$ cat src/rtl/fc32_pkg.sv
// fc32_pkg: shared types, constants and the byte-wide crc-32 update
// for the frame checker; no dependencies
package fc32_pkg;

    localparam int POSITION_BITS_DEF = 34;

    localparam int HEADER_BYTES = 10;
    localparam int CRC_BYTES    = 4;
    localparam int MIN_FRAME    = HEADER_BYTES + CRC_BYTES;

    localparam int REG_INDEX_BITS = 3;
    localparam int CFG_DATA_BITS  = 32;

    localparam logic [31:0] CRC_INIT = 32'hFFFF_FFFF;
    localparam logic [31:0] CRC_POLY = 32'hEDB8_8320;

    localparam logic [31:0] MAGIC_RESET     = 32'd0;
    localparam logic [7:0]  VERSION_RESET   = 8'd1;
    localparam logic [7:0]  TYPE_LO_RESET   = 8'd1;
    localparam logic [7:0]  TYPE_HI_RESET   = 8'd255;
    localparam logic [31:0] MAX_FRAME_RESET = 32'd4096;

    typedef enum logic [1:0] {
        FAULT_NONE,
        FAULT_MAGIC,
        FAULT_VERSION,
        FAULT_TYPE
    } fault_t;

    typedef enum logic [3:0] {
        STAT_OK        = 4'd0,
        STAT_SHORT     = 4'd1,
        STAT_MAGIC     = 4'd2,
        STAT_VERSION   = 4'd3,
        STAT_TYPE      = 4'd4,
        STAT_TOO_LARGE = 4'd5,
        STAT_TRUNCATED = 4'd6,
        STAT_TRAILING  = 4'd7,
        STAT_CRC       = 4'd8
    } status_t;

    typedef enum logic {
        KIND_PAYLOAD = 1'b0,
        KIND_STATUS  = 1'b1
    } kind_t;

    typedef enum logic [REG_INDEX_BITS-1:0] {
        REG_MAGIC     = 3'd0,
        REG_VERSION   = 3'd1,
        REG_TYPE_LO   = 3'd2,
        REG_TYPE_HI   = 3'd3,
        REG_MAX_FRAME = 3'd4
    } reg_index_t;

    typedef struct packed {
        logic [31:0] magic;
        logic [7:0]  version;
        logic [7:0]  type_lo;
        logic [7:0]  type_hi;
        logic [31:0] max_frame;
    } cfg_t;

    typedef struct packed {
        logic        valid;
        kind_t       kind;
        logic [7:0]  payload_byte;
        status_t     status;
        logic [7:0]  msg_type;
        logic [31:0] length;
    } res_t;

    function automatic logic [31:0] crc_byte(input logic [31:0] crc_in, input logic [7:0] b);
        logic [31:0] c;
        c = crc_in ^ {24'd0, b};
        for (int k = 0; k < 8; k++)
        begin
            c = c[0] ? ((c >> 1) ^ CRC_POLY) : (c >> 1);
        end
        return c;
    endfunction

endpackage

$ cat src/rtl/fc32_ifs.sv
// fc32_rx_if and fc32_res_if: valid/ready channels of the frame checker
// depends on nothing
interface fc32_rx_if;
    logic       valid;
    logic       ready;
    logic [7:0] data_byte;
    logic       end_of_buffer;

    modport source (output valid, output data_byte, output end_of_buffer, input ready);
    modport sink (input valid, input data_byte, input end_of_buffer, output ready);
endinterface

interface fc32_res_if;
    logic        valid;
    logic        ready;
    logic        item_kind;
    logic [7:0]  payload_byte;
    logic [3:0]  frame_status;
    logic [7:0]  message_type;
    logic [31:0] payload_length;

    modport source (output valid, output item_kind, output payload_byte,
                    output frame_status, output message_type, output payload_length,
                    input ready);
    modport sink (input valid, input item_kind, input payload_byte,
                  input frame_status, input message_type, input payload_length,
                  output ready);
endinterface

$ cat src/rtl/fc32_cfg.sv
// fc32_cfg: configuration registers of the frame checker
// depends on fc32_pkg
module fc32_cfg (
    input  logic                                clk,
    input  logic                                rst_n,
    input  logic                                wr_en,
    input  logic [fc32_pkg::REG_INDEX_BITS-1:0] wr_index,
    input  logic [fc32_pkg::CFG_DATA_BITS-1:0]  wr_data,
    output fc32_pkg::cfg_t                      cfg
);
    import fc32_pkg::*;

    cfg_t cfg_reg;
    cfg_t cfg_next;

    always_comb
    begin
        cfg_next = cfg_reg;
        if (wr_en)
        begin
            unique case (wr_index)
                REG_MAGIC:     cfg_next.magic     = wr_data;
                REG_VERSION:   cfg_next.version   = wr_data[7:0];
                REG_TYPE_LO:   cfg_next.type_lo   = wr_data[7:0];
                REG_TYPE_HI:   cfg_next.type_hi   = wr_data[7:0];
                REG_MAX_FRAME: cfg_next.max_frame = wr_data;
                default:       cfg_next = cfg_reg;
            endcase
        end
    end

    always_ff @(posedge clk or negedge rst_n)
    begin
        if (!rst_n)
        begin
            cfg_reg.magic     <= MAGIC_RESET;
            cfg_reg.version   <= VERSION_RESET;
            cfg_reg.type_lo   <= TYPE_LO_RESET;
            cfg_reg.type_hi   <= TYPE_HI_RESET;
            cfg_reg.max_frame <= MAX_FRAME_RESET;
        end
        else
        begin
            cfg_reg <= cfg_next;
        end
    end

    assign cfg = cfg_reg;

endmodule

$ cat src/rtl/fc32_judge.sv
// fc32_judge: final frame status from size, header fault, frame limit and checksum
// depends on fc32_pkg
module fc32_judge #(
    parameter int CW = 35
) (
    input  logic [CW-1:0]     size,
    input  logic [CW-1:0]     frame_total,
    input  fc32_pkg::fault_t  fault,
    input  logic [31:0]       max_frame,
    input  logic [31:0]       crc,
    input  logic [31:0]       last4,
    output fc32_pkg::status_t status
);
    import fc32_pkg::*;

    always_comb
    begin
        priority if (size < CW'(MIN_FRAME))
            status = STAT_SHORT;
        else if (fault == FAULT_MAGIC)
            status = STAT_MAGIC;
        else if (fault == FAULT_VERSION)
            status = STAT_VERSION;
        else if (fault == FAULT_TYPE)
            status = STAT_TYPE;
        else if (frame_total > CW'(max_frame))
            status = STAT_TOO_LARGE;
        else if (size < frame_total)
            status = STAT_TRUNCATED;
        else if (size != frame_total)
            status = STAT_TRAILING;
        else if ((crc ^ CRC_INIT) != last4)
            status = STAT_CRC;
        else
            status = STAT_OK;
    end

endmodule

$ cat src/rtl/fc32_track.sv
// fc32_track: per-buffer state (position, header fields, crc, last bytes)
// and the result of one byte; depends on fc32_pkg and fc32_judge
module fc32_track #(
    parameter int POSITION_BITS = fc32_pkg::POSITION_BITS_DEF
) (
    input  logic           clk,
    input  logic           rst_n,
    input  logic           advance,
    input  logic [7:0]     data_byte,
    input  logic           end_of_buffer,
    input  fc32_pkg::cfg_t cfg,
    output fc32_pkg::res_t res
);
    import fc32_pkg::*;

    localparam int PB = POSITION_BITS;
    localparam int CW = ((PB > 33) ? PB : 33) + 1;
    localparam logic [PB-1:0] POS_MAX = {PB{1'b1}};

    logic [PB-1:0] pos_reg,   pos_next;
    fault_t        fault_reg, fault_next;
    logic [31:0]   hdr_reg,   hdr_next;
    logic [7:0]    type_reg,  type_next;
    logic [31:0]   len_reg,   len_next;
    logic [31:0]   crc_reg,   crc_next;
    logic [31:0]   last4_reg, last4_next;

    logic [CW-1:0] pos_ext;
    logic [CW-1:0] body_end;
    logic [CW-1:0] size;
    logic [CW-1:0] frame_total;
    logic          in_body;
    logic [1:0]    len_lane;
    status_t       status;

    always_comb
    begin
        hdr_next   = hdr_reg;
        fault_next = fault_reg;
        type_next  = type_reg;
        len_next   = len_reg;
        crc_next   = crc_reg;
        len_lane   = pos_reg[1:0] - 2'd2;

        priority if (pos_reg < PB'(4))
        begin
            hdr_next = hdr_reg | ({24'd0, data_byte} << {pos_reg[1:0], 3'b000});
            if (pos_reg[1:0] == 2'd3 && fault_reg == FAULT_NONE && hdr_next != cfg.magic)
                fault_next = FAULT_MAGIC;
        end
        else if (pos_reg == PB'(4))
        begin
            if (fault_reg == FAULT_NONE && data_byte != cfg.version)
                fault_next = FAULT_VERSION;
        end
        else if (pos_reg == PB'(5))
        begin
            type_next = data_byte;
            if (fault_reg == FAULT_NONE && (data_byte == 8'd0 || data_byte < cfg.type_lo
                || data_byte > cfg.type_hi))
                fault_next = FAULT_TYPE;
        end
        else if (pos_reg < PB'(HEADER_BYTES))
        begin
            len_next = len_reg | ({24'd0, data_byte} << {len_lane, 3'b000});
        end

        pos_ext     = CW'(pos_reg);
        body_end    = CW'(HEADER_BYTES) + CW'(len_next);
        in_body     = pos_ext < body_end;
        size        = pos_ext + CW'(1);
        frame_total = body_end + CW'(CRC_BYTES);

        if (pos_reg < PB'(HEADER_BYTES) || in_body)
            crc_next = crc_byte(crc_reg, data_byte);
        last4_next = {data_byte, last4_reg[31:8]};
    end

    fc32_judge #(
        .CW (CW)
    ) u_judge (
        .size        (size),
        .frame_total (frame_total),
        .fault       (fault_next),
        .max_frame   (cfg.max_frame),
        .crc         (crc_next),
        .last4       (last4_next),
        .status      (status)
    );

    always_comb
    begin
        res.valid        = 1'b0;
        res.kind         = KIND_PAYLOAD;
        res.payload_byte = data_byte;
        res.status       = STAT_OK;
        res.msg_type     = type_next;
        res.length       = len_next;
        pos_next         = (pos_reg != POS_MAX) ? pos_reg + PB'(1) : pos_reg;
        if (end_of_buffer)
        begin
            res.valid        = 1'b1;
            res.kind         = KIND_STATUS;
            res.payload_byte = 8'd0;
            res.status       = status;
            pos_next         = '0;
        end
        else if (pos_reg >= PB'(HEADER_BYTES) && in_body)
        begin
            res.valid = 1'b1;
        end
    end

    always_ff @(posedge clk or negedge rst_n)
    begin
        if (!rst_n)
        begin
            pos_reg   <= '0;
            fault_reg <= FAULT_NONE;
            hdr_reg   <= '0;
            type_reg  <= '0;
            len_reg   <= '0;
            crc_reg   <= CRC_INIT;
            last4_reg <= '0;
        end
        else if (advance)
        begin
            pos_reg <= pos_next;
            if (end_of_buffer)
            begin
                fault_reg <= FAULT_NONE;
                hdr_reg   <= '0;
                type_reg  <= '0;
                len_reg   <= '0;
                crc_reg   <= CRC_INIT;
                last4_reg <= '0;
            end
            else
            begin
                fault_reg <= fault_next;
                hdr_reg   <= hdr_next;
                type_reg  <= type_next;
                len_reg   <= len_next;
                crc_reg   <= crc_next;
                last4_reg <= last4_next;
            end
        end
    end

    a_clear_on_last: assert property (@(posedge clk) disable iff (!rst_n)
        advance && end_of_buffer |=> pos_reg == '0 && fault_reg == FAULT_NONE)
        else $error("state not cleared after last beat");

    a_crc_fresh: assert property (@(posedge clk) disable iff (!rst_n)
        pos_reg == '0 |-> crc_reg == CRC_INIT && len_reg == '0)
        else $error("crc or length not fresh at buffer start");

    a_pos_moves: assert property (@(posedge clk) disable iff (!rst_n)
        advance && !end_of_buffer |=> pos_reg != '0)
        else $error("position wrapped within a buffer");

    a_payload_place: assert property (@(posedge clk) disable iff (!rst_n)
        res.valid && res.kind == KIND_PAYLOAD |-> pos_reg >= PB'(HEADER_BYTES)
            && res.status == STAT_OK)
        else $error("payload beat from header position");

endmodule

$ cat src/rtl/frame_checker_crc32_unit.sv
// frame_checker_crc32_unit: a result beat shows the cycle after its byte is accepted
// throughput 1 byte per cycle; byte-wide crc update and header checks sit between
// the state registers and the result register; rx.ready drops while a result beat waits
// reset: asynchronous, clears per-buffer state, result valid and sets config defaults
// depends on fc32_pkg, fc32_ifs, fc32_cfg, fc32_track
module frame_checker_crc32_unit #(
    parameter int POSITION_BITS = fc32_pkg::POSITION_BITS_DEF
) (
    input  logic                                clk,
    input  logic                                rst_n,
    fc32_rx_if.sink                             rx,
    fc32_res_if.source                          res,
    input  logic                                wr_en,
    input  logic [fc32_pkg::REG_INDEX_BITS-1:0] wr_index,
    input  logic [fc32_pkg::CFG_DATA_BITS-1:0]  wr_data
);
    import fc32_pkg::*;

    cfg_t        cfg;
    res_t        trk_res;
    logic        advance;
    logic        rx_ready;
    logic        valid_reg, valid_next;
    kind_t       kind_reg;
    logic [7:0]  byte_reg;
    status_t     status_reg;
    logic [7:0]  type_reg;
    logic [31:0] len_reg;

    assign rx_ready = !valid_reg || res.ready;
    assign rx.ready = rx_ready;
    assign advance  = rx.valid && rx_ready;

    fc32_cfg u_cfg (
        .clk      (clk),
        .rst_n    (rst_n),
        .wr_en    (wr_en),
        .wr_index (wr_index),
        .wr_data  (wr_data),
        .cfg      (cfg)
    );

    fc32_track #(
        .POSITION_BITS (POSITION_BITS)
    ) u_track (
        .clk           (clk),
        .rst_n         (rst_n),
        .advance       (advance),
        .data_byte     (rx.data_byte),
        .end_of_buffer (rx.end_of_buffer),
        .cfg           (cfg),
        .res           (trk_res)
    );

    always_comb
    begin
        if (advance)
            valid_next = trk_res.valid;
        else
            valid_next = valid_reg && !res.ready;
    end

    always_ff @(posedge clk or negedge rst_n)
    begin
        if (!rst_n)
            valid_reg <= 1'b0;
        else
            valid_reg <= valid_next;
    end

    always_ff @(posedge clk)
    begin
        if (advance && trk_res.valid)
        begin
            kind_reg   <= trk_res.kind;
            byte_reg   <= trk_res.payload_byte;
            status_reg <= trk_res.status;
            type_reg   <= trk_res.msg_type;
            len_reg    <= trk_res.length;
        end
    end

    assign res.valid          = valid_reg;
    assign res.item_kind      = kind_reg;
    assign res.payload_byte   = byte_reg;
    assign res.frame_status   = status_reg;
    assign res.message_type   = type_reg;
    assign res.payload_length = len_reg;

    a_no_drop: assert property (@(posedge clk) disable iff (!rst_n)
        valid_reg && !res.ready |-> !rx.ready)
        else $error("input taken while result beat stalled");

    a_new_beat: assert property (@(posedge clk) disable iff (!rst_n)
        advance && trk_res.valid |=> valid_reg)
        else $error("result beat lost");

    a_status_clean: assert property (@(posedge clk) disable iff (!rst_n)
        valid_reg && kind_reg == KIND_STATUS |-> byte_reg == 8'd0)
        else $error("status beat carries payload byte");

endmodule

$ cat src/flat_wrapper.sv
// flat-port wrapper written by rule: the top's interface ports become plain ports
module frame_checker_crc32_unit_flat import fc32_pkg::*;
#(
    parameter int POSITION_BITS = fc32_pkg::POSITION_BITS_DEF
)
  (clk, rst_n, wr_en, wr_index, wr_data, rx_valid, rx_data_byte, rx_end_of_buffer, rx_ready, res_valid, res_item_kind, res_payload_byte, res_frame_status, res_message_type, res_payload_length, res_ready);
  fc32_rx_if rx_i ();
  fc32_res_if res_i ();
  input  logic clk;
  input  logic rst_n;
  input  logic wr_en;
  input  logic [fc32_pkg::REG_INDEX_BITS-1:0] wr_index;
  input  logic [fc32_pkg::CFG_DATA_BITS-1:0] wr_data;
  input wire logic [$bits(rx_i.valid)-1:0] rx_valid;
  input wire logic [$bits(rx_i.data_byte)-1:0] rx_data_byte;
  input wire logic [$bits(rx_i.end_of_buffer)-1:0] rx_end_of_buffer;
  output wire logic [$bits(rx_i.ready)-1:0] rx_ready;
  output wire logic [$bits(res_i.valid)-1:0] res_valid;
  output wire logic [$bits(res_i.item_kind)-1:0] res_item_kind;
  output wire logic [$bits(res_i.payload_byte)-1:0] res_payload_byte;
  output wire logic [$bits(res_i.frame_status)-1:0] res_frame_status;
  output wire logic [$bits(res_i.message_type)-1:0] res_message_type;
  output wire logic [$bits(res_i.payload_length)-1:0] res_payload_length;
  input wire logic [$bits(res_i.ready)-1:0] res_ready;
  assign rx_i.valid = rx_valid;
  assign rx_i.data_byte = rx_data_byte;
  assign rx_i.end_of_buffer = rx_end_of_buffer;
  assign rx_ready = rx_i.ready;
  assign res_valid = res_i.valid;
  assign res_item_kind = res_i.item_kind;
  assign res_payload_byte = res_i.payload_byte;
  assign res_frame_status = res_i.frame_status;
  assign res_message_type = res_i.message_type;
  assign res_payload_length = res_i.payload_length;
  assign res_i.ready = res_ready;
  frame_checker_crc32_unit #(.POSITION_BITS(POSITION_BITS)) u_core (.clk(clk), .rst_n(rst_n), .rx(rx_i), .res(res_i), .wr_en(wr_en), .wr_index(wr_index), .wr_data(wr_data));
endmodule
$ cat config.mk
export PLATFORM = sky130hd
export DESIGN_NAME = frame_checker_crc32_unit_flat
export DESIGN_NICKNAME = d
export VERILOG_FILES = /design/src/rtl/fc32_pkg.sv /design/src/rtl/fc32_ifs.sv /design/src/rtl/fc32_cfg.sv /design/src/rtl/fc32_judge.sv /design/src/rtl/fc32_track.sv /design/src/rtl/frame_checker_crc32_unit.sv /design/src/flat_wrapper.sv
export SDC_FILE = /design/constraint.sdc
export NUM_CORES = 1
export LEC_CHECK = 0
export ABC_AREA = 1
export ABC_CLOCK_PERIOD_IN_PS = 8600
export BUFFER_PORTS_ARGS = -buffer_cell sky130_fd_sc_hd__buf_2
export CORE_MARGIN = 5
export CORE_UTILIZATION = 50
export DETAILED_ROUTE_END_ITERATION = 8
export PLACE_DENSITY = 0.68
export SYNTH_ARGS = -nofsm -noshare
export SYNTH_HDL_FRONTEND = slang
export SYNTH_HIERARCHICAL = 1
export SYNTH_SLANG_ARGS = --single-unit
$ cat constraint.sdc
create_clock -name clk -period 8.6 [get_ports clk]
set_input_delay 1.29 -clock clk [delete_from_list [all_inputs] [get_ports clk]]
set_output_delay 1.29 -clock clk [all_outputs]
set_load 0.03 [all_outputs]
# Yosys cells after proc, flatten, opt, wreduce, memory -nomap -nowiden
# Index checks and enable logic that the tools add are counted.
# W data, S select, Z words.
classes:
  add_sub_neg: 5
  n_lt_le_gt_ge: 9
  n_eq_ne: 15
  n_shift: 2
  n_mux: 43
  bitwise: 13
  reduce_logical: 29
op_table:
  columns: ["cell", "count"]
  rows:
  - ["$mux W32", 18]
  - ["$not A13 Y14", 8]
  - ["$eq A34 B3 Y1 const B", 2]
  - ["$mux W34", 2]
  - ["$ne A32 B32 Y1", 2]
  - ["$or A32 B32 Y32", 2]
  - ["$shl A8 B5 Y32", 2]
  - ["$add A34 B1 Y35 const B", 1]
  - ["$lt A35 B34 Y1", 1]
  - ["$lt A35 B4 Y1 const B", 1]
  - ["$ne A35 B34 Y1", 1]
  - ["$add A33 B3 Y34 const B", 1]
  - ["$add A34 B1 Y34 const B", 1]
  - ["$ge A34 B4 Y1 const B", 1]
  - ["$gt A34 B32 Y1", 1]
  - ["$lt A34 B3 Y1 const B", 1]
  - ["$lt A34 B33 Y1", 1]
  - ["$lt A34 B4 Y1 const B", 1]
  - ["$ne A34 B34 Y1 const B", 1]
  - ["$add A4 B32 Y33 const A", 1]
  - ["$mux W4", 8]
  - ["$mux W8", 4]
  - ["$not A32 Y32", 1]
  - ["$xor A32 B8 Y32", 1]
  - ["24 further kinds", 53]
word_totals:
  register_bits: 314
  out_inout_bits: 55
  wordCells: 137

# Logic depth before layout (Yosys ltp)
# Gate-level depths: netlist of run 1.
depth:
  word_depth: 29
  depth_mapped: 51
  depth_no_buf: 48

# Hierarchy
# Netlist of run 1, hierarchy kept.
modules_own_cells:
  columns: ["module", "instances", "cells_each", "area_per_inst_um2"]
  rows:
  - ["fc32_track", 1, 1861, 13030.0]
  - ["fc32_cfg", 1, 392, 3517.1]
  - ["fc32_judge", 1, 427, 2516.2]
  - ["frame_checker_crc32_unit", 1, 62, 1655.3]

# Least setup slack after synthesis of run 1
# OpenSTA, ideal clock, no wires.
synth_timing:
  path_type: "in2reg"
  from: "input port rx_data_byte[1]"
  to: "register u_core.status_reg[0], in the netlist u_core/res.frame_status[0], enable pin"
  setup_time_ps: 421
  t_arrival_ps: 6214
  required_ps: 8179
  setup_slack_ps: 1964
  path_stages: 32
  path_cell_list: "clkbuf_1 nand2_1 nor2_1 nand3_1 nand2_1 ha_1 inv_1 nand3_1 nand2_2 nor2_2 nand2_2 nor4_2 xnor2_1 ha_1 nand2_1 nor2_1 a221oi_1 nand2_1 nand2_1 nand2_1 nand2_1 nand2_1 nand2_1 nand2_1 nand2_1 nand2_1 nand2_1 nand2_2 buf_2 o21ai_0 inv_1 nor2_2"
synth_rtl:
  columns: ["element", "line", "source"]
  rows:
  - ["start, declared", "flat_wrapper.sv:15", "input wire logic [$bits(rx_i.data_byte)-1:0] rx_data_byte;"]
  - ["end signal, assigned", "frame_checker_crc32_unit.sv:77", "status_reg <= trk_res.status;"]
  - ["end, declared", "frame_checker_crc32_unit.sv:26", "status_t status_reg;"]

==> results of run 1 <==
## final cells by class
| cell class | count | area share |
|---|---|---|
| Multi-Input combinational cell | 1927 | 0.4709 |
| Clock inverter | 15 | 0.005751 |
| Clock buffer | 52 | 0.04568 |
| Sequential cell | 306 | 0.3492 |
| Timing Repair Buffer | 119 | 0.02936 |
| Inverter | 425 | 0.06995 |
| Tap cell | 532 | 0.02914 |
## Yosys cell counts, types with 23 or more instances
cell type	instances
nand2_1	708
inv_1	404
nand3_1	260
dfrtp_1	210
nor2_1	192
xor2_1	139
ha_1	118
xnor2_1	78
a21oi_1	77
o21ai_0	75
edfxtp_1	53
dfstp_2	43
o22ai_1	43
clkbuf_1	41
nand4_1	34
nand2_2	33
nor4_1	31
nor3_1	28
buf_2	24
or2_2	23
## through the flow
stage	cells	utilization	total power, mW
6_report	3376	0.5582	5.754
5_1_grt	3376	0.5582	6.136
4_1_cts	3376	0.5582	5.759
3_5_place_dp	3309	0.5295	4.211
3_3_place_gp	3309	0.5295	4.171
2_1_floorplan	2743	-	3.656
## power by group
group	leakage, nW	switching (mW)	internal, mW
Combinational	7.06	1.47	0.886
Sequential	3.76	0.143	1.73
Clock	0.576	0.641	0.885
## cells by family (layout without fill, tap and decap cells)
| group | count (synthesis) | in the layout |
|---|---|---|
| AOI/OAI and AO/OA | 229 | 229 |
| xor gates and xnor gates | 218 | 218 |
| adders and majority gates | 118 | 118 |
| buffers and inverters | 510 | 611 |
| DFF | 306 | 306 |
| other | 1 | 2 |
| and+or+nand+nor | 1360 | 1360 |
## worst max-delay path, delay by kind of cell (launching register included)
| kind | cells | cell delay (ns) |
|---|---|---|
| compound gates | 4 | 0.87 |
| xor+xnor | 2 | 0.52 |
| fa+ha+maj | 1 | 0.35 |
| buf+inv | 4 | 0.53 |
| flops | 1 | 0.46 |
| simple gates | 25 | 4.56 |
## per-layer routing
metal	up-vias	global-route usage	routed length (um)
li1	8898	-	-
met2	860	0.4201	28120
met3	129	0.04989	6191
met1	8928	0.4308	29530
met5	-	0	13
met4	2	0.09013	2087
## worst max-delay path by stage
| stage | from | end | cells after the start |
|---|---|---|---|
| after global routing | u_core/u_track/pos_reg[6] | u_core/res.frame_status[3] | 36 |
| after global placement | rx_data_byte[1] | u_core/res.frame_status[3] | 40 |
| after detailed placement | rx_data_byte[1] | u_core/res.frame_status[3] | 40 |
| final | u_core/u_track/pos_reg[7] | u_core/res.frame_status[3] | 36 |
| after floorplan | rx_data_byte[1] | u_core/res.frame_status[0] | 32 |
| after CTS | u_core/u_track/pos_reg[7] | u_core/res.frame_status[3] | 36 |
==> impl_metrics.tcl, run 1 <==
set metrics [dict create \
    whs_path_depth 2 \
    dieHeight_um 213.6 \
    vias 18820 \
    r2r_cells 36 \
    finalSetupTns_ns 0 \
    synth_flop_cell "dfrtp_1" \
    syn_to_final_growth_pct 10.25 \
    grt_setup_unrepaired "false" \
    leakage_nw 11.40 \
    hold_viol_final 0 \
    cp_slowest_cell "nor2_2" \
    layout_common_cells "nand2_1 (708), inv_1 (403), nand3_1 (260)" \
    die_area_sq_um 45610 \
    htree_levels 2 \
    crit_path_end_kind "flop" \
    muxShareOfSynthArea 0 \
    rows 74 \
    synth_seq_cells 306 \
    synth-xor-area-share 0.09252 \
    fillers 3882 \
    grt_usage 0.2856 \
    largest_register_ff_count 88 \
    synth_top_family_by_area "simple AND/OR/NAND/NOR gates" \
    hold_ws_ns 0.4663 \
    synthAdderAreaFrac 0.07126 \
    clock_latency_ns 0.55 \
    synth_edf_count 53 \
    drt_iter0_markers 2218 \
    synth-compound-area-share 0.06232 \
    crit_path_start_kind "flop" \
    worst-path-max-fanout 34 \
    required_ns 8.91 \
    min-delay-start "u_core/u_cfg/cfg[12]" \
    ys_top_cells_by_area "dfrtp_1 (25%), nand2_1 (13%), edfxtp_1 (7.7%)" \
    p_per_area_nw_per_um2 251.9 \
    fin_area_sq_um 22840 \
    initial_core_util 0.5063 \
    drc_errors 0 \
    numClockSinks 306 \
    final_common_cell "nand2_1" \
    critPathKind "reg -> reg" \
    multi_input_area_sq_um 10760 \
    dp_hpwl_mm 50.59 \
    worst-slew-pin-transition_ns 1.074 \
    antennaDiodeCount 0 \
    grt_pass1_vias 17530 \
    post-route-period-util 0.8783 \
    cts_hold_buf 0 \
    core-area_sq_um 40920 \
    period_minus_slack_ns 7.554 \
    antenna_left 0 \
    path_clk_slew_ns 0.06 \
    reg2reg_to "u_core/res.frame_status[3]" \
    cts_setup_buffers 0 \
    min-delay-path-class "reg -> reg" \
    synth.distinct_cells 58 \
    antenna_found_initial 1 \
    tritoncts "yes" \
    hold-path-endpoint "u_core/u_cfg/cfg[12]" \
    via_per_inst 5.574 \
    yosys.area.top_type_share 0.2536 \
    r2r_start "u_core/u_track/pos_reg[7]" \
    setup_viol 0 \
    overflow 0 \
    nets 2983 \
    yosysWarnings 6 \
    die_w_um 213.6 \
    yosys.area_share.simple 0.2910 \
    yosys.area.top_type "dfrtp_1" \
    post-place-ws_ns 1.124 \
    finalClockSkew_ns 0.02304 \
    max_cap_viol_count 0 \
    r2r_slack_ns 1.05 \
    fin_ws_ns 1.046 \
    netlist_instances 2742 \
    critical_path.max_stage_delay_ns 0.51 \
    routed_wirelength_mm 65.94 \
    ios 104 \
    synthArstFlopShare 0.8268 \
    cp.arrival_ns 7.86 \
    status "complete, no violations" \
    first_pass_iters 6 \
    avgSynthCellArea_sq_um 7.556 \
    final_layout_size_suffix_gt1_frac 0.1199 \
    placed_area_sq_um 21670 \
    port_buffers 103 \
    max_slew_margin 0.2822 \
    numCtsBuffers 37 \
    syn_area_sq_um 20720 \
    slew_violations 0 \
    place_congestion 1.007 \
    path_common_cell "nand2_1" \
    cts.repair.resized 0 \
    vdd_drop_max_mv 0.1551 \
    max_freq_mhz 132.4 \
    seq_area_frac_synth 0.3850 \
    grt_max_degree 154 \
    wl_per_cell_um 19.53 \
    seq_area_sq_um 7976 \
    clock-root-buffer "clkbuf_16" \
    clock_path_buffers 3 \
    grt_pass1_wl_mm 101.3 \
]
No activity file was read; power rests on OpenSTA's default activity.
==> run 2: changes to the inputs <==
--- a/config.mk
+++ b/config.mk
@@ -6,7 +6,7 @@
 export NUM_CORES = 1
 export LEC_CHECK = 0
 export ABC_AREA = 1
-export ABC_CLOCK_PERIOD_IN_PS = 8600
+export ABC_CLOCK_PERIOD_IN_PS = 7800
 export BUFFER_PORTS_ARGS = -buffer_cell sky130_fd_sc_hd__buf_2
 export CORE_MARGIN = 5
 export CORE_UTILIZATION = 50
==> constraint.sdc (replaced) <==
create_clock -name clk -period 7.8 [get_ports clk]
set_input_delay 1.17 -clock clk [delete_from_list [all_inputs] [get_ports clk]]
set_output_delay 1.17 -clock clk [all_outputs]
set_load 0.03 [all_outputs]
==> impl_metrics.tcl, run 2 (same netlist as run 1, synthesis figures left out) <==
set metrics [dict create \
    drt_iter0_markers 2067 \
    first_pass_iters 6 \
    antenna_found_initial 0 \
    required_ns 8.10 \
    final_layout_size_suffix_gt1_frac 0.1217 \
    cts_setup_buffers 0 \
    path_clk_slew_ns 0.06 \
    ios 104 \
    via_per_inst 5.520 \
    rows 74 \
    wl_per_cell_um 19.45 \
    p_per_area_nw_per_um2 279.1 \
    drc_errors 0 \
    grt_usage 0.2848 \
    min-delay-path-class "reg -> reg" \
    final_common_cell "nand2_1" \
    critical_path.max_stage_delay_ns 0.48 \
    port_buffers 103 \
    antennaDiodeCount 0 \
    clock-root-buffer "clkbuf_16" \
    core-area_sq_um 40920 \
    layout_common_cells "nand2_1 (708), inv_1 (403), nand3_1 (260)" \
    dp.cells 3318 \
    grt_setup_unrepaired "false" \
    leakage_nw 11.44 \
    fin_util 0.5594 \
    post-route-period-util 0.8790 \
    cp_slowest_cell "a2111oi_0" \
    finalClockSkew_ns 0.02311 \
    routed_wirelength_mm 65.80 \
    vdd_drop_max_mv 0.1891 \
    finalSetupTns_ns 0 \
    crit_path_end_kind "flop" \
    hold_ws_ns 0.4628 \
    overflow 0 \
    max_slew_margin 0.2628 \
    dp_hpwl_mm 50.37 \
    status "complete, no violations" \
    critPathKind "reg -> reg" \
    place_congestion 0.9505 \
    htree_levels 2 \
    cp.arrival_ns 7.15 \
    initial_core_util 0.5063 \
    dieHeight_um 213.6 \
    grt_pass1_wl_mm 100.4 \
    max_freq_mhz 145.9 \
    worst-slew-pin-transition_ns 1.103 \
    clock_latency_ns 0.55 \
    clock_path_buffers 3 \
    max_cap_viol_count 0 \
    nets 2991 \
    post-place-ws_ns 1.087 \
    setup_viol 0 \
    worst-path-max-fanout 33 \
    largest_register_ff_count 88 \
    slew_violations 0 \
    layoutNonFillerInstCount 3383 \
    grt_pass1_vias 17470 \
    path_common_cell "nand2_1" \
    crit_path_start_kind "flop" \
    numCtsBuffers 36 \
    hold_viol_final 0 \
    antenna_left 0 \
    die_w_um 213.6 \
    vias 18670 \
    die_area_sq_um 45610 \
    fin_ws_ns 0.9439 \
    tritoncts "yes" \
    numClockSinks 306 \
    cts.repair.resized 0 \
    grt_max_degree 153 \
    syn_to_final_growth_pct 10.50 \
    period_minus_slack_ns 6.856 \
    cts_hold_buf 0 \
]
run 2: cell types whose count changed in the layout (fill, tap and decap cells not counted):
cell,delta
clkbuf_8,-1
clkbuf_1,-2
a21oi_4,-1
clkinv_8,-1
clkinv_4,-1
bufinv_16,+1
a21oi_2,+1
clkinv_2,-1
clkinv_1,+3
buf_4,+9
run 2: routing by layer:
| metal | vias up | global-route usage | part of all wire | wire length, um |
|---|---|---|---|---|
| li1 | 8903 | - | - | - |
| met1 | 8883 | 0.4285 | 0.45 | 29570 |
| met2 | 780 | 0.4159 | 0.42 | 27840 |
| met3 | 108 | 0.05838 | 0.099 | 6505 |
| met4 | 0 | 0.08553 | 0.029 | 1883 |
| met5 | - | 0 | 0 | 0 |
run 2: final cells by class:
| cell class | instances | area [sq um] |
|---|---|---|
| Clock inverter | 16 | 142.6 |
| Timing Repair Buffer | 128 | 738.2 |
| Fill cell | 3945 | 18030 |
| Clock buffer | 49 | 1022 |
| Inverter | 425 | 1598 |
| Tap cell | 532 | 665.6 |
| Sequential cell | 306 | 7976 |
| Multi-Input combinational cell | 1927 | 10750 |
run 2: worst max-delay path, delay by kind of cell, from the launching register on:
kind | cells | cell delay (ns)
buffers and inverters | 5 | 0.59
XOR/XNOR | 2 | 0.54
AO/OA/AOI/OAI | 4 | 0.84
adder cells (fa/ha/maj) | 1 | 0.34
AND/OR/NAND/NOR | 24 | 3.89
flip-flops | 1 | 0.41
run 2: report_power, final:
| group | internal, mW | switching [mW] |
|---|---|---|
| sequential | 1.91 | 0.158 |
| clock | 0.989 | 0.705 |
| combinational | 0.983 | 1.64 |
| total | 3.88 | 2.51 |
run 2: worst paths after layout:
| path | depth (start not counted) | slack (ns) | to | startpoint |
|---|---|---|---|---|
| worst max-delay path | 36 | 0.94 | u_core/res.frame_status[3] | u_core/u_track/pos_reg[30] |
| worst min-delay path | 2 | 0.46 | u_core/u_cfg/cfg[40] | u_core/u_cfg/cfg[40] |
| worst max register to register | 36 | 0.94 | u_core/res.frame_status[3] | u_core/u_track/pos_reg[30] |
| worst min register to register | 2 | 0.46 | u_core/u_cfg/cfg[40] | u_core/u_cfg/cfg[40] |
| max in group asynchronous | 2 | 5.79 | u_core/u_cfg/cfg[45] | rst_n |
| min in group asynchronous | 1 | 0.60 | u_core/u_track/pos_reg[28] | rst_n |
run 2: per-stage QoR:
step                cell area [sq um]  power [mW]
floorplan                       20720       4.031
global placement                21730       4.648
detailed placement              21730       4.671
CTS                             22890       6.397
global route                    22890       6.810
finish                          22890       6.389
==> run 3: changes to the inputs <==
--- a/config.mk
+++ b/config.mk
@@ -6,7 +6,7 @@
 export NUM_CORES = 1
 export LEC_CHECK = 0
 export ABC_AREA = 1
-export ABC_CLOCK_PERIOD_IN_PS = 7800
+export ABC_CLOCK_PERIOD_IN_PS = 6940
 export BUFFER_PORTS_ARGS = -buffer_cell sky130_fd_sc_hd__buf_2
 export CORE_MARGIN = 5
 export CORE_UTILIZATION = 50
==> constraint.sdc (replaced) <==
create_clock -name clk -period 6.94 [get_ports clk]
set_input_delay 1.041 -clock clk [delete_from_list [all_inputs] [get_ports clk]]
set_output_delay 1.041 -clock clk [all_outputs]
set_load 0.03 [all_outputs]
==> impl_metrics.tcl, run 3 (same netlist as run 1, synthesis figures left out) <==
set metrics [dict create \
    max_slew_margin 0.2332 \
    finalSetupTns_ns 0 \
    slew_violations 0 \
    syn_to_final_growth_pct 11.18 \
    p_per_area_nw_per_um2 311.4 \
    fin_ws_ns 0.3353 \
    path_common_cell "nand2_1" \
    min-delay-path-class "in -> async" \
    first_pass_iters 6 \
    dp_hpwl_mm 50.75 \
    path_clk_slew_ns 0.06 \
    leakage_nw 11.49 \
    tritoncts "yes" \
    clock-root-buffer "clkbuf_16" \
    antenna_left 0 \
    hold_viol_final 0 \
    die_w_um 213.6 \
    grt_pass1_wl_mm 102.5 \
    p_switching_mw 2.869 \
    numCtsBuffers 35 \
    largest_register_ff_count 88 \
    required_ns 7.24 \
    finalClockSkew_ns 0.02469 \
    port_buffers 103 \
    switching_share 0.4000 \
    via_per_inst 5.537 \
    grt_pass1_vias 17880 \
    critical_path.max_stage_delay_ns 0.47 \
    use_met3 0.04945 \
    rows 74 \
    post-place-ws_ns 0.2104 \
    clockPowerShare 0.253 \
    drt_iter0_markers 2093 \
    clock_path_buffers 3 \
    pwr-share-comb 0.424 \
    period_minus_slack_ns 6.605 \
    initial_core_util 0.5063 \
    numClockSinks 306 \
    max_cap_viol_count 0 \
    antenna_found_initial 0 \
    fillers 3825 \
    max_freq_mhz 151.4 \
    gr-usage-met1 0.4314 \
    vdd_drop_max_mv 0.1926 \
    antennaDiodeCount 0 \
    layoutNonFillerInstCount 3398 \
    nets 3006 \
    p_int_mw 4.304 \
    routed_wirelength_mm 66.81 \
    clock_latency_ns 0.56 \
    power_mw 7.174 \
    sequentialPowerShare 0.324 \
    crit_path_end_kind "flop" \
    grtUsageMet2 0.4390 \
    htree_levels 2 \
    final_common_cell "nand2_1" \
    critPathKind "reg -> reg" \
    setup_viol 0 \
    post-route-period-util 0.9517 \
    die_area_sq_um 45610 \
    worst-slew-pin-transition_ns 1.147 \
    wl_per_cell_um 19.66 \
    grt_usage 0.2893 \
    dieHeight_um 213.6 \
    final_layout_size_suffix_gt1_frac 0.1294 \
    cp_slowest_cell "dfrtp_1" \
    grt_setup_unrepaired "false" \
    vias 18820 \
    core-area_sq_um 40920 \
    place_congestion 0.9809 \
    grt_max_degree 120 \
    cts_hold_buf 0 \
    cp.arrival_ns 6.91 \
    overflow 0 \
    busiest_layer "met2" \
    status "complete, no violations" \
    drc_errors 0 \
    worst-path-max-fanout 35 \
    dp.cells 3334 \
    cts_setup_buffers 0 \
    ios 104 \
    crit_path_start_kind "flop" \
    layout_common_cells "nand2_1 (708), inv_1 (403), nand3_1 (260)" \
]
-- run 3: through the flow --
step           hold WS [ns]    util  instance area [sq um]
2_1_floorplan        0.4415       -                  20720
3_3_place_gp         0.4568  0.5341                  21860
3_5_place_dp         0.4619  0.5341                  21860
4_1_cts              0.4713  0.5612                  22970
5_1_grt              0.4900  0.5629                  23030
6_report             0.4393  0.5629                  23030
-- run 3: what timing repair did --
action	4_1_cts	5_1_grt
gates resized for setup	0	12
endpoints found under the hold margin	0	0
endpoints found under the setup margin	0	54
-- run 3: area by class of cell --
type	count	area, sq um	share of cell area
Sequential cell	306	7976	0.3463
Clock inverter	13	95.09	0.004128
Inverter	425	1598	0.06936
Clock buffer	51	1017	0.04416
Multi-Input combinational cell	1927	10820	0.4696
Tap cell	532	665.6	0.02890
Timing Repair Buffer	144	865.8	0.03759
-- run 3: power groups by stage --
stage,registers [mW],logic (mW),clock network [mW]
after floorplan,2.32,2.21,0
after global placement,2.34,2.90,0
after detailed placement,2.35,2.94,0
after CTS,2.32,2.97,1.85
after global routing,2.35,3.35,1.92
final,2.32,3.04,1.81
-- run 3: worst max-delay path, delay by kind of cell (launching register included) --
| family | cells | cell delay, ns |
|---|---|---|
| AND/OR/NAND/NOR | 21 | 3.09 |
| buffers and inverters | 5 | 1.16 |
| AO/OA/AOI/OAI | 4 | 0.85 |
| XOR/XNOR | 2 | 0.53 |
| flip-flops | 1 | 0.47 |
| adder cells (fa/ha/maj) | 1 | 0.22 |
-- run 3: final timing paths --
| kind | start | end | slack [ns] | depth (start not counted) |
|---|---|---|---|---|
| worst max-delay path | u_core/u_track/pos_reg[32] | u_core/res.frame_status[3] | 0.34 | 33 |
| worst min-delay path | rst_n | u_core/u_track/len_reg[27] | 0.44 | 1 |
| worst max register to register | u_core/u_track/pos_reg[32] | u_core/res.frame_status[3] | 0.34 | 33 |
| worst min register to register | u_core/u_cfg/cfg[38] | u_core/u_cfg/cfg[38] | 0.47 | 2 |
| max in group asynchronous | rst_n | u_core/u_track/last4_reg[13] | 5.14 | 2 |
| min in group clk | u_core/u_cfg/cfg[38] | u_core/u_cfg/cfg[38] | 0.47 | 2 |
-- run 3: routing by layer --
| layer | vias to the layer above | share of wire |
|---|---|---|
| met4 | 0 | 0.025 |
| li1 | 8944 | - |
| met5 | - | 0 |
| met1 | 9005 | 0.45 |
| met3 | 97 | 0.087 |
| met2 | 770 | 0.44 |
